===== src/hw/rtl/qrs_pkg.sv =====
// ----------------------------------------------------------------------------
// qrs_pkg
// Shared widths and root-count codes for the quadratic root solver.
// ----------------------------------------------------------------------------
package qrs_pkg;

	localparam int COEF_W    = 16;   // coefficient width
	localparam int DISC_W    = 34;   // unsigned positive discriminant width
	localparam int DISC_PAIRS = DISC_W / 2;
	localparam int DEN_W     = 17;   // divisor magnitude width
	localparam int ROOT_W    = 40;   // output root width
	localparam int IN_DATA_W  = 48;
	localparam int OUT_DATA_W = 88;

	typedef enum logic [1:0] {
		CNT_NONE = 2'd0,
		CNT_ONE  = 2'd1,
		CNT_TWO  = 2'd2,
		CNT_ANY  = 2'd3
	} count_t;

endpackage


===== src/hw/rtl/qrs_div_pipe.sv =====
// ----------------------------------------------------------------------------
// qrs_div_pipe
// Unsigned restoring divider, one quotient bit per pipeline stage.
// ----------------------------------------------------------------------------
module qrs_div_pipe
	import qrs_pkg::*;
#(
	parameter int NUM_W = 34,
	parameter int SB_W  = 1
) (
	input  logic             clk,
	input  logic             arst_n,
	input  logic             en,
	input  logic             in_valid,
	input  logic [NUM_W-1:0] in_num,
	input  logic [DEN_W-1:0] in_den,
	input  logic [SB_W-1:0]  in_sb,
	output logic             out_valid,
	output logic [NUM_W-1:0] out_quo,
	output logic [SB_W-1:0]  out_sb
);

	logic             v_s   [0:NUM_W];
	logic [NUM_W-1:0] n_s   [0:NUM_W];
	logic [DEN_W-1:0] den_s [0:NUM_W];
	logic [DEN_W-1:0] rem_s [0:NUM_W];
	logic [NUM_W-1:0] q_s   [0:NUM_W];
	logic [SB_W-1:0]  sb_s  [0:NUM_W];

	assign v_s[0]   = in_valid;
	assign n_s[0]   = in_num;
	assign den_s[0] = in_den;
	assign rem_s[0] = '0;
	assign q_s[0]   = '0;
	assign sb_s[0]  = in_sb;

	// shift in the next numerator bit, subtract when the divisor fits
	for (genvar i = 0; i < NUM_W; i++) begin : g_stage
		logic [DEN_W:0] rem_sh;
		logic [DEN_W:0] diff;
		logic           fits;

		assign rem_sh = {rem_s[i], n_s[i][NUM_W-1]};
		assign fits   = (rem_sh >= {1'b0, den_s[i]});
		assign diff   = rem_sh - {1'b0, den_s[i]};

		always_ff @(posedge clk or negedge arst_n) begin
			if (!arst_n) begin
				v_s[i+1] <= 1'b0;
			end else if (en) begin
				v_s[i+1] <= v_s[i];
			end
		end

		always_ff @(posedge clk) begin
			if (en) begin
				n_s[i+1]   <= n_s[i] << 1;
				den_s[i+1] <= den_s[i];
				rem_s[i+1] <= fits ? diff[DEN_W-1:0] : rem_sh[DEN_W-1:0];
				q_s[i+1]   <= {q_s[i][NUM_W-2:0], fits};
				sb_s[i+1]  <= sb_s[i];
			end
		end
	end

	assign out_valid = v_s[NUM_W];
	assign out_quo   = q_s[NUM_W];
	assign out_sb    = sb_s[NUM_W];

endmodule


===== config.mk =====
export PLATFORM = sky130hd
export DESIGN_NAME = qrs_div_pipe
export DESIGN_NICKNAME = d
export VERILOG_FILES = /design/src/hw/rtl/qrs_pkg.sv /design/src/hw/rtl/qrs_div_pipe.sv
export SDC_FILE = /design/constraint.sdc
export NUM_CORES = 2
export LEC_CHECK = 0
export BUFFER_PORTS_ARGS = -buffer_cell sky130_fd_sc_hd__buf_2
export CAP_MARGIN = 20
export CORE_UTILIZATION = 55
export CTS_CLUSTER_DIAMETER = 120
export DETAILED_ROUTE_END_ITERATION = 10
export GPL_TIMING_DRIVEN = 0
export PLACE_DENSITY = 0.74
export RECOVER_POWER = 100
export SLEW_MARGIN = 5
export SYNTH_ARGS = -nofsm -noshare
export SYNTH_HDL_FRONTEND = slang
export SYNTH_SLANG_ARGS = --single-unit

===== constraint.sdc =====
create_clock -name clk -period 8.5 [get_ports clk]
set_input_delay 0.425 -clock clk [delete_from_list [all_inputs] [get_ports clk]]
set_output_delay 0.425 -clock clk [all_outputs]
set_load 0.03 [all_outputs]

=== Word level (Yosys, flattened, before mapping) ===
Cells that the tools add are included.

* $add $sub $neg: 33
* Magnitude comparators: 34
* Mux-type cells: 33

{| class="wikitable"
|+ Operators with widths
! cell !! count
|-
| $ge A18 B17 Y1 || 33
|-
| $mux W17 || 32
|-
| $sub A17 B17 Y17 || 32
|-
| $ge A1 B17 Y1 || 1
|-
| $sub A1 B17 Y17 || 1
|-
| $mux W1 || 1
|}

* Flip-flop bits (word level): 2346
* Input bits: 56
* Logic and storage cells: 302

=== Depth between registers and ports, before layout ===
* Depth in word-level cells: 2
* Gate-level depth with buffers: 14
* Depth with buffers taken out: 13

=== Least setup slack after synthesis ===
Ideal clock, no wire load.

* Path kind: reg2reg
* Start: register n_s, in the netlist g_stage[16].rem_sh[0]
* End: register rem_s, in the netlist g_stage[17].rem_sh[10], data pin
* Arrival time: 3.082 ns
* Required time: 8.240 ns
* Setup slack: 5.158 ns
* Cell stages (with the launch flop): 14
* Path buffers: 1
* Period minus slack after synthesis: 3.342 ns
* Cell sequence: edfxtp_1 -> inv_1 -> ha_1 -> inv_1 -> fa_1 -> a211oi_2 -> o21ai_1 -> a31o_2 -> nor2_4 -> o31ai_1 -> a221o_1 -> a211oi_4 -> buf_6 -> mux2_2

* Longest elaborated chain between the ends: 2

{| class="wikitable"
|+ Ends and longest elaborated chain
! element !! line !! source
|-
| start: declaration || qrs_div_pipe.sv:24 || <nowiki>logic [NUM_W-1:0] n_s [0:NUM_W];</nowiki>
|-
| start signal: indexed assignment || qrs_div_pipe.sv:57 || <nowiki>n_s[i+1] <= n_s[i] << 1;</nowiki>
|-
| $sub A17 B17 Y17 / $ge A18 B17 Y1 (equally long branches) || qrs_div_pipe.sv:45, qrs_div_pipe.sv:44 ||
|-
| $mux W17 * || qrs_div_pipe.sv:59 || <nowiki>rem_s[i+1] <= fits ? diff[DEN_W-1:0] : rem_sh[DEN_W-1:0];</nowiki>
|-
| end signal: indexed assignment || qrs_div_pipe.sv:59 ||
|-
| end: declaration || qrs_div_pipe.sv:26 || <nowiki>logic [DEN_W-1:0] rem_s [0:NUM_W];</nowiki>
|}

Every way passes the cells marked *; elsewhere a longest branch is shown, timed or not.
A chain may end at the register's enable or synchronous reset.

=== Worst setup path after layout ===
* Start: register n_s, in the netlist g_stage[30].rem_sh[0]
* End: register rem_s, in the netlist g_stage[31].rem_sh[13], data pin

Same word-level chain as after synthesis.

==> results.json <==
{
  "wire_per_inst_um": 18.0,
  "rsz0062_at_grt": "false",
  "period_share_pct": 73.2,
  "run_status": "finished with violations",
  "clk_latency_ns": 0.86,
  "syn_avg_cell_area_sq_um": 14.3,
  "fillers": 13859,
  "fin_nets": 8307,
  "cts_tree": "done",
  "drc_errors": 0,
  "drv_slew": 803,
  "post-dp-hpwl_um": 127000,
  "path_cells": "inv_1 -> ha_1 -> inv_1 -> fa_1 -> a211oi_1 -> o21bai_1 -> a21oi_1 -> o21ai_0 -> o2111a_1 -> a2111oi_0 -> buf_6 -> mux2_2",
  "fmax_mhz": 161,
  "vias": 56778,
  "clock-sinks": 2346,
  "worstMarginPinSlew_ns": 6.02,
  "rows": 158,
  "dieArea_sq_mm": 0.190,
  "grt-ovfl-total": 0,
  "cp-end-kind": "flip-flop",
  "p_leak_uw": 0.0441,
  "setup_viol": 0,
  "synth_ff_type": "edfxtp_1",
  "cts_buffers": 229,
  "power_density_mw_per_mm2": 354,
  "grt_pass1_vias": 56798,
  "ys_warn_count": 0,
  "postCtsSetupBuffers": 0,
  "cp_data_arrival_time_ns": 6.79,
  "cpPeakStageDelay_ns": 2.74,
  "die_h_um": 436,
  "cp-start-kind": "flip-flop",
  "finalCriticalPeriod_ns": 6.22,
  "track_usage_pct": 19.5,
  "num_io_pins": 92,
  "async_flop_share_pct": 1.45,
  "crit_slowest_cell": "a2111oi_0",
  "min_path_type": "primary input to flip-flop",
  "cp.required_ns": 9.07,
  "fp.coreArea_sq_mm": 0.186,
  "grt_antenna_before_repair": 1,
  "ys_types": 85,
  "seq_area_frac_synth_pct": 67.9,
  "clockBufferDepth": 3,
  "drt_pass1_iterations": 6,
  "slew_headroom_pct": -302,
  "ant_nets": 0,
  "start_util_pct": 55.6,
  "cp_max_fo": 10,
  "synth.cell_area_sq_mm": 0.104,
  "gp_congestion": 0.898,
  "finalHoldViolCount": 0,
  "synth_enable_flop_cells": 2312,
  "cts_resized": 0,
  "post-place-cells": 9851,
  "path_clk_slew_ns": 0.06,
  "finalClockSkew_ns": 0.0388,
  "cts_max_level": 4,
  "cp_common_cell": "inv_1",
  "vias_per_cell": 5.49,
  "wl_um": 186000,
  "die_w_um": 436,
  "violations": "capacitance limit, slew limit",
  "grt_pass1_wl_um": 297000,
  "drt_iter0_markers": 3947,
  "synth.net_count": 7917,
  "fin_setup_tns_ns": 0,
  "synth_top_area_share_pct": 67.0,
  "max_cap_violations": 9,
  "grt_max_degree": 195,
  "post-synth-top-area-cell": "edfxtp_1",
  "synth_area_leaders": "edfxtp_1 (67%), ha_1 (6.8%), mux2_2 (3.0%), inv_1 (2.6%), a21oi_1 (2.3%)",
  "root_buffer": "clkbuf_16",
  "portBuffers": 91,
  "layout-drive-gt1-share_pct": 8.67,
  "instances_no_fill": 10338,
  "criticalPathCategory": "flip-flop to flip-flop",
  "ys_ff_latch": 2346,
  "cts-hold-fix-buffers": 54,
  "synth_cells": 7266,
  "areaGrowthSynthToFinish_pct": 11.5,
  "peakVddDrop_v": 0.000199
}
final timing paths:
kind / startpoint / to / slack [ns] / depth (start not counted)
max: g_stage[30].rem_sh[0] / g_stage[31].rem_sh[13] / 2.28 / 12
min: en / n_s[1140] / 0.09 / 1
max reg2reg: g_stage[30].rem_sh[0] / g_stage[31].rem_sh[13] / 2.28 / 12
min reg2reg: q_s[449] / q_s[416] / 0.40 / 0
max in group asynchronous: arst_n / v_s[11] / 6.91 / 2
min in group asynchronous: arst_n / v_s[33] / 0.59 / 2
cell usage after synthesis, types with 7 or more instances:
cell type	n
nand2b_1	56
clkbuf_1	90
a311oi_1	10
o21bai_1	73
a31oi_1	49
mux2i_1	20
buf_2	9
nor3_1	85
nand2_1	433
or3_1	21
o211ai_1	30
o221ai_1	13
o21ai_0	419
nor2b_1	54
or2_2	21
a21o_1	163
fa_1	32
a221o_1	8
and2_1	7
nand4_1	76
a21oi_1	477
o21ai_1	9
nor4_1	14
and3_1	25
nand3_1	56
o21a_1	70
dfrtp_1	34
mux2_2	278
nor2_1	314
buf_4	34
o41ai_1	13
a211oi_1	43
a31o_2	7
inv_1	709
a211o_1	11
o31ai_1	36
a2111oi_0	13
ha_1	563
xor2_1	187
a21boi_0	13
o31a_1	19
edfxtp_1	2312
xnor2_1	245
and4_1	13
metrics by stage:
stage	power (uW)	setup slack, ns	instance area [sq um]	hold slack [ns]	util [%]
after floorplan	27100	5.16	104000	0.129	-
after global placement	31400	-28.16	107000	0.400	57.5
after detailed placement	30900	3.28	108000	0.405	57.7
after CTS	41300	4.10	116000	0.0822	62.2
after global routing	43400	1.99	115000	0.103	62.0
final	40900	2.28	115000	0.0949	62.0
cell type report:
cell class	instances	area (sq um)	area share, %
repair buffers	159	1210	1.05
clock inverters	156	1780	1.54
multi-input cells	4071	29900	25.8
well taps	2480	3100	2.69
flip-flops and latches	2346	70300	60.8
diodes	1	2.50	0.00217
plain buffers	139	657	0.569
clock buffers	276	5950	5.15
inverters	710	2670	2.31
cells in the final DEF, fill, tap and decap left out, types with 70 or more instances in the layout:
cell / netlist / routed
nand4_1: 76 / 76
mux2_2: 278 / 227
nor2_1: 314 / 315
xor2_1: 187 / 187
xnor2_1: 245 / 245
nor3_1: 85 / 87
clkbuf_1: 90 / 203
a21o_1: 163 / 163
o21ai_0: 419 / 429
a21oi_1: 477 / 478
o21bai_1: 73 / 73
inv_1: 709 / 709
o21a_1: 70 / 70
edfxtp_1: 2312 / 2312
nand2_1: 433 / 433
ha_1: 563 / 563
clkbuf_16: 0 / 230
report_power, final:
group	switching (uW)	internal, uW	total (uW)
clock	4340	5850	10200
combinational	7870	5970	13800
sequential	1130	15800	16900
worst max-delay path: cells and delay by family (launching register included):
kind | cells | cell delay [ns]
fa+ha+maj | 2 | 0.61
mux | 1 | 0.36
flops | 1 | 0.36
compound gates | 6 | 4.08
buf+inv | 3 | 0.54
flip-flops by register name (all words and copies together), names as in the netlist:
name / count
n_s: 528
v_s: 33
out_quo: 34
sb_s: 33
g_stage.rem_sh: 594
out_valid: 1
q_s: 561
den_s: 561
out_sb: 1
cells by family (layout without fill, tap and decap cells):
kind of cell	count (synthesis)	after routing	synth area share (%)
XOR/XNOR	432	432	3.65
other	0	1	0
multiplexers	298	298	3.22
adder cells (fa/ha/maj)	595	595	7.42
buffers and inverters	849	1440	3.23
AO/OA/AOI/OAI	1541	1541	9.21
flip-flops	2346	2346	67.9
AND/OR/NAND/NOR	1205	1205	5.40
metal layers:
| layer | track usage, % | up-vias | routed length, um |
|---|---|---|---|
| met2 | 33.7 | 1121 | 92600 |
| met3 | 2.80 | 378 | 7040 |
| met1 | 25.0 | 27484 | 80700 |
| met4 | 6.96 | 0 | 5980 |
| li1 | - | 27795 | - |
| met5 | 0 | - | 0 |
Note: power is estimated with default switching activity, not from simulation.
