===== src/hw/rtl/qrs_pkg.sv =====
// ----------------------------------------------------------------------------
// qrs_pkg
// Shared widths and root-count codes for the quadratic root solver.
// ----------------------------------------------------------------------------
package qrs_pkg;

	localparam int COEF_W    = 16;   // coefficient width
	localparam int DISC_W    = 34;   // unsigned positive discriminant width
	localparam int DISC_PAIRS = DISC_W / 2;
	localparam int DEN_W     = 17;   // divisor magnitude width
	localparam int ROOT_W    = 40;   // output root width
	localparam int IN_DATA_W  = 48;
	localparam int OUT_DATA_W = 88;

	typedef enum logic [1:0] {
		CNT_NONE = 2'd0,
		CNT_ONE  = 2'd1,
		CNT_TWO  = 2'd2,
		CNT_ANY  = 2'd3
	} count_t;

endpackage


===== src/hw/rtl/qrs_sqrt_pipe.sv =====
// ----------------------------------------------------------------------------
// qrs_sqrt_pipe
// Restoring square root, one result bit per pipeline stage.
// ----------------------------------------------------------------------------
module qrs_sqrt_pipe
	import qrs_pkg::*;
#(
	parameter int STEPS = 33,
	parameter int SB_W  = 1
) (
	input  logic              clk,
	input  logic              arst_n,
	input  logic              en,
	input  logic              in_valid,
	input  logic [DISC_W-1:0] in_d,
	input  logic [SB_W-1:0]   in_sb,
	output logic              out_valid,
	output logic [STEPS-1:0]  out_root,
	output logic [SB_W-1:0]   out_sb
);

	localparam int REM_W = STEPS + 2;

	logic              v_s   [0:STEPS];
	logic [DISC_W-1:0] d_s   [0:STEPS];
	logic [STEPS-1:0]  y_s   [0:STEPS];
	logic [REM_W-1:0]  rem_s [0:STEPS];
	logic [SB_W-1:0]   sb_s  [0:STEPS];

	assign v_s[0]   = in_valid;
	assign d_s[0]   = in_d;
	assign y_s[0]   = '0;
	assign rem_s[0] = '0;
	assign sb_s[0]  = in_sb;

	// one digit pair per stage; zeros shift in after the last pair
	for (genvar i = 0; i < STEPS; i++) begin : g_stage
		logic [REM_W-1:0] rem_sh;
		logic [REM_W-1:0] trial;
		logic             fits;

		assign rem_sh = {rem_s[i][REM_W-3:0], d_s[i][DISC_W-1 -: 2]};
		assign trial  = {y_s[i], 2'b01};
		assign fits   = (rem_sh >= trial);

		always_ff @(posedge clk or negedge arst_n) begin
			if (!arst_n) begin
				v_s[i+1] <= 1'b0;
			end else if (en) begin
				v_s[i+1] <= v_s[i];
			end
		end

		always_ff @(posedge clk) begin
			if (en) begin
				d_s[i+1]   <= {d_s[i][DISC_W-3:0], 2'b00};
				rem_s[i+1] <= fits ? (rem_sh - trial) : rem_sh;
				y_s[i+1]   <= {y_s[i][STEPS-2:0], fits};
				sb_s[i+1]  <= sb_s[i];
			end
		end
	end

	assign out_valid = v_s[STEPS];
	assign out_root  = y_s[STEPS];
	assign out_sb    = sb_s[STEPS];

endmodule


===== config.mk =====
export PLATFORM = sky130hd
export DESIGN_NAME = qrs_sqrt_pipe
export DESIGN_NICKNAME = d
export VERILOG_FILES = /design/src/hw/rtl/qrs_pkg.sv /design/src/hw/rtl/qrs_sqrt_pipe.sv
export SDC_FILE = /design/constraint.sdc
export NUM_CORES = 2
export LEC_CHECK = 0
export BUFFER_PORTS_ARGS = -buffer_cell sky130_fd_sc_hd__buf_2
export CELL_PAD_IN_SITES_DETAIL_PLACEMENT = 1
export CELL_PAD_IN_SITES_GLOBAL_PLACEMENT = 1
export CORE_MARGIN = 1
export CORE_UTILIZATION = 54
export CTS_BUF_LIST = sky130_fd_sc_hd__clkbuf_4 sky130_fd_sc_hd__clkbuf_8
export DETAILED_ROUTE_END_ITERATION = 8
export PLACE_DENSITY = 0.79
export SYNTH_ARGS = -nofsm -noshare
export SYNTH_HDL_FRONTEND = slang
export SYNTH_SLANG_ARGS = --single-unit

===== constraint.sdc =====
create_clock -name clk -period 4.2 [get_ports clk]
set_input_delay 0.42 -clock clk [delete_from_list [all_inputs] [get_ports clk]]
set_output_delay 0.42 -clock clk [all_outputs]
set_load 0.005 [all_outputs]

# ---- Word level (Yosys, flattened, before mapping)
# Cells that the tools add are included.
dict set report op_classes {
  addsub 32
  n_lt_le_gt_ge 33
  n_mux 32
}
# op count
set op_table {}
lappend op_table {{33-bit 2-to-1 mux} 31}
lappend op_table {{35-bit by 10-bit >= comparator with 1-bit output} 1}
lappend op_table {{35-bit by 11-bit >= comparator with 1-bit output} 1}
lappend op_table {{35-bit by 12-bit >= comparator with 1-bit output} 1}
lappend op_table {{35-bit by 13-bit >= comparator with 1-bit output} 1}
lappend op_table {{35-bit by 14-bit >= comparator with 1-bit output} 1}
lappend op_table {{35-bit by 15-bit >= comparator with 1-bit output} 1}
lappend op_table {{35-bit by 16-bit >= comparator with 1-bit output} 1}
lappend op_table {{35-bit by 17-bit >= comparator with 1-bit output} 1}
lappend op_table {{35-bit by 18-bit >= comparator with 1-bit output} 1}
lappend op_table {{35-bit by 19-bit >= comparator with 1-bit output} 1}
lappend op_table {{35-bit by 20-bit >= comparator with 1-bit output} 1}
lappend op_table {{35-bit by 21-bit >= comparator with 1-bit output} 1}
lappend op_table {{35-bit by 22-bit >= comparator with 1-bit output} 1}
lappend op_table {{35-bit by 23-bit >= comparator with 1-bit output} 1}
lappend op_table {{35-bit by 24-bit >= comparator with 1-bit output} 1}
lappend op_table {{35-bit by 25-bit >= comparator with 1-bit output} 1}
lappend op_table {{35-bit by 26-bit >= comparator with 1-bit output} 1}
lappend op_table {{35-bit by 27-bit >= comparator with 1-bit output} 1}
lappend op_table {{35-bit by 28-bit >= comparator with 1-bit output} 1}
lappend op_table {{35-bit by 29-bit >= comparator with 1-bit output} 1}
lappend op_table {{35-bit by 3-bit >= comparator with 1-bit output} 1}
lappend op_table {{35-bit by 30-bit >= comparator with 1-bit output} 1}
lappend op_table {{35-bit by 31-bit >= comparator with 1-bit output} 1}
lappend op_table {{43 further kinds} 43}
dict set report totals {
  register_bits 1925
  inputBits 39
  output_inout_bits 35
}

# ---- Depth between registers and ports, before layout
dict set report depth {
  word_depth 2
  depth_mapped 15
}

# ---- Worst setup path before layout
# Ideal clock, no wire load.
dict set report synth_timing {
  path_kind {reg2reg}
  startpoint {reg rem_s, in the netlist g_stage[8].rem_sh[12]}
  endpoint {reg rem_s, in the netlist g_stage[9].rem_sh[23] (data pin)}
  setup_ps 271
  arrival_time_ps 3531
  setup_slack_ps 397
  path_stages_with_launch 12
  path_cell_list {edfxtp_1 -> or4_4 -> or3_4 -> or3_1 -> buf_2 -> or4b_2 -> nor4_4 -> or3_1 -> buf_6 -> nand2b_1 -> nor4_1 -> xor2_1}
}
dict set report synth_between {
  elab_chain_cells 2
  word_cells_on_any_way 3
}
# item line_no
set synth_rtl {}
lappend synth_rtl {{start: declaration} qrs_sqrt_pipe.sv:27} ;# logic [REM_W-1:0] rem_s [0:STEPS];
lappend synth_rtl {{start signal: indexed assignment} qrs_sqrt_pipe.sv:57} ;# rem_s[i+1] <= fits ? (rem_sh - trial) : rem_sh;
lappend synth_rtl {{33-bit by 10-bit subtractor with 33-bit output / 35-bit by 10-bit >= comparator with 1-bit output (equally long branches)} {qrs_sqrt_pipe.sv:57, qrs_sqrt_pipe.sv:44}}
lappend synth_rtl {{33-bit 2-to-1 mux *} qrs_sqrt_pipe.sv:57}
# Mark *: on every way between the ends. The rest lies on a longest branch, timed or not.
# A chain may end at the register's enable or synchronous reset.

# ---- Worst setup path after layout
dict set report layout_timing {
  startpoint {reg rem_s, in the netlist g_stage[8].rem_sh[12]}
  endpoint {reg rem_s, in the netlist g_stage[9].rem_sh[32] (data pin)}
}
# The elaborated chain is that of the path after synthesis.

==> flow_metrics.env <==
export IMPL_ios=74
export IMPL_async_reset_ff_share_pct=1.744
export IMPL_postSynthNetCount=8844
export IMPL_critPathLaunch="g_stage[8].rem_sh[12]"
export IMPL_finish_utilization_pct=60.83
export IMPL_route_detailed_wl_per_inst_um=21.30
export IMPL_area_growth_synth_to_final_pct=11.70
export IMPL_synthDistinctLibCells=88
export IMPL_cts_htree_levels=5
export IMPL_hold_viol=0
export IMPL_worstPathMaxFanout=9
export IMPL_pre_cts_ws_ns=0.07809
export IMPL_timing_critical_path_from_type="register"
export IMPL_place_congestion=0.8697
export IMPL_via_per_inst=5.804
export IMPL_overflow=0
export IMPL_drc_viols=0
export IMPL_fin_skew_ns=0.06289
export IMPL_synth_enable_flop_cells=1859
export IMPL_post_synth_main_area_contributors="sky130_fd_sc_hd__edfxtp_1 57%, sky130_fd_sc_hd__ha_1 7.3%, sky130_fd_sc_hd__xor2_1 3.6%, sky130_fd_sc_hd__xnor2_1 3.4%, sky130_fd_sc_hd__inv_1 2.9%"
export IMPL_ys_flop_type="sky130_fd_sc_hd__edfxtp_1"
export IMPL_grt_first_pass_wirelength_mm=380.1
export IMPL_final_cells=11280
export IMPL_maxSlewHeadroom_pct=41.91
export IMPL_path_class="register to register"
export IMPL_drive_gt1_share_pct=10.36
export IMPL_setup_slack_ns=0.1343
export IMPL_clockRootBuffer="sky130_fd_sc_hd__clkbuf_8"
export IMPL_floorplan_die_area_mm2=0.1818
export IMPL_power_density_mw_per_mm2=534.6
export IMPL_worst_slew_pin_slew_ns=0.8714
export IMPL_cts_root_to_sink_buffers=4
export IMPL_sequential_share_of_the_synthesized_area_pct=58.24
export IMPL_worst_r2r_setup_slack_ns=0.13
export IMPL_final_min_clock_period_ns=4.066
export IMPL_grt_pass1_vias=70670
export IMPL_synth_top_cell_area_share_pct=57.39
export IMPL_chipWidth_um=426.4
export IMPL_drt_pre_antenna_iters=7
export IMPL_final_max_slew_violation_count=0
export IMPL_cts_tree="yes"
export IMPL_grt_start_max_net_pins=127
export IMPL_port_buffer_cells=73
export IMPL_clk_transition_reported_paths_ns=0.06
export IMPL_holdCritStartpoint="in_d[16]"
export IMPL_dominant_cell_type_by_area_after_synthesis="sky130_fd_sc_hd__edfxtp_1"
export IMPL_total_power_mw=58.09
export IMPL_cts_sinks=1892
export IMPL_run_status="finished, final reports clean"
export IMPL_clock_fmax_ghz=0.2460
export IMPL_initial_utilization_pct=54.46
export IMPL_tritoncts_num_buffers=336
export IMPL_final_antenna_net_count=0
export IMPL_placed_cells_incl_taps=10640
export IMPL_synthesis_area_mm2=0.09728
export IMPL_antenna_violations_before_repair=1
export IMPL_synth_seq_cells=1892
export IMPL_clk_latency_ns=1.08
export IMPL_synth_avg_cell_area_um2=11.83
export IMPL_num_nets_final=9307
export IMPL_hold_path_class="primary input to register"
export IMPL_max_ir_drop_vdd_mv=0.3197
export IMPL_wirelength_mm=240.2
export IMPL_setup_tns_ns=0
export IMPL_leakage_nw=43.30
export IMPL_global_route_usage_total_pct=26.30
export IMPL_die_height_um=426.4
export IMPL_detailedPlacementHpwl_mm=170.6
export IMPL_max_cap_viol_count=0
export IMPL_core_area_mm2=0.1786
export IMPL_yosysWarningCount=0
export IMPL_num_rows=155
export IMPL_drtIter0Drc=3878
export IMPL_regToRegStartpoint="g_stage[8].rem_sh[12]"
export IMPL_post_synthesis_cells=8226
export IMPL_required_ns=4.98
export IMPL_finalCritPeriodShare_pct=96.80
export IMPL_setup_viol=0
export IMPL_timing_critical_path_arrival_ns=4.85
export IMPL_num_vias=65460
export IMPL_end_kind="register"
flip-flops by register name (all words and copies together), names as in the netlist:
signal,count
d_s,272
out_valid,1
out_sb,1
g_stage.trial,528
out_root,33
sb_s,32
g_stage.rem_sh,993
v_s,32
synthesized netlist by cell type (all sizes together) (9+ instances only):
library cell,n
and2,34
o21bai,62
clkbuf,143
inv,754
nand2,603
ha,564
a31o,13
a21oi,519
o21ai,498
nand4,58
a2111oi,25
dfrtp,33
and3,61
o311ai,9
buf,11
mux2,99
a221oi,9
nor4b,12
o211ai,32
nand4b,11
nor4,114
nand3,115
nand2b,114
or2,52
o41ai,12
o21a,92
nand3b,19
xor2,398
nor2b,62
or4,52
a211oi,39
nor2,506
nor3,198
o2111ai,13
and4,12
a31oi,47
a21o,255
a211o,10
or3,87
a21boi,26
fa,15
o31ai,75
xnor2,373
edfxtp,1859
nor3b,16
where the power goes:
part | total [mW] | switching [mW] | internal [mW]
registers | 26.6 | 2.13 | 24.5
clock network | 17.1 | 7.71 | 9.38
logic | 14.4 | 8.28 | 6.09
total | 58.1 | 18.1 | 40.0
worst paths after layout:
| kind | to | cells past startpoint |
|---|---|---|
| worst min register to register | d_s[808] | 0 |
| worst min-delay path | d_s[1106] | 2 |
| worst max register to register | g_stage[9].rem_sh[32] | 10 |
| max in group asynchronous | v_s[9] | 4 |
| worst max-delay path | g_stage[9].rem_sh[32] | 10 |
| min in group asynchronous | v_s[29] | 4 |
per-stage QoR:
stage | cell area, um^2 | hold WS (ns)
6_report | 108700 | 0.09776
5_1_grt | 108700 | 0.03762
4_1_cts | 108600 | 0.001287
3_5_place_dp | 101400 | 0.4051
3_3_place_gp | 101400 | 0.4006
2_1_floorplan | 97280 | 0.1244
layer usage:
| layer | track usage [%] | routed length [um] |
|---|---|---|
| met3 | 3.771 | 8217 |
| met5 | 0 | 0 |
| met1 | 30.00 | 94800 |
| met4 | 10.70 | 8894 |
| met2 | 48.97 | 128300 |
cell families (layout without fill, tap and decap cells):
group,Yosys count,count (layout),synth area share (%)
other cells,1,2,0.003855
xor+xnor,771,771,6.942
flops,1892,1892,58.24
mux,104,104,1.197
compound gates,1821,1821,11.66
fa+ha+maj,579,579,7.563
buf+inv,909,1605,3.520
simple gates,2149,2149,10.88
worst max-delay path, cell delays in order (launching register included):
cell                       delay [ns]
sky130_fd_sc_hd__edfxtp_1        0.45
sky130_fd_sc_hd__or4_4           0.56
sky130_fd_sc_hd__or3_4           0.36
sky130_fd_sc_hd__or3_1           0.46
sky130_fd_sc_hd__or3_4           0.43
sky130_fd_sc_hd__a31oi_4         0.21
sky130_fd_sc_hd__nor4_4          0.08
sky130_fd_sc_hd__or3_1           0.48
sky130_fd_sc_hd__or4_4           0.50
sky130_fd_sc_hd__nor3_2          0.16
sky130_fd_sc_hd__xor2_1          0.09
cells in the final DEF, fill, tap and decap left out, types with 111 or more instances in the layout:
cell,count
sky130_fd_sc_hd__xnor2_1,373
sky130_fd_sc_hd__nand2b_1,114
sky130_fd_sc_hd__nor3_1,193
sky130_fd_sc_hd__xor2_1,398
sky130_fd_sc_hd__nand3_1,115
sky130_fd_sc_hd__a21o_1,255
sky130_fd_sc_hd__inv_1,752
sky130_fd_sc_hd__ha_1,564
sky130_fd_sc_hd__clkbuf_8,350
sky130_fd_sc_hd__nor4_1,111
sky130_fd_sc_hd__nand2_1,603
sky130_fd_sc_hd__o21ai_0,497
sky130_fd_sc_hd__a21oi_1,517
sky130_fd_sc_hd__edfxtp_1,1859
sky130_fd_sc_hd__buf_4,113
sky130_fd_sc_hd__nor2_1,504
timing repair:
| item | 4_1_cts | 5_1_grt |
|---|---|---|
| setup endpoints to repair | 1 | 16 |
| hold endpoints to repair | 145 | 0 |
| setup buffers | 0 | 2 |
| pin swaps | 0 | 1 |
| hold buffers | 69 | 0 |
| resized for setup | 1 | 13 |
area by class of cell:
cell class,instances,area [um^2]
Clock inverter,133,979.7
Clock buffer,438,5478
Antenna cell,1,2.502
Timing Repair Buffer,279,2410
Fill cell,18170,69960
Inverter,755,2834
Tap cell,2355,2947
Multi-Input combinational cell,5425,37360
Sequential cell,1892,56650
(Power assumes the default switching activity.)
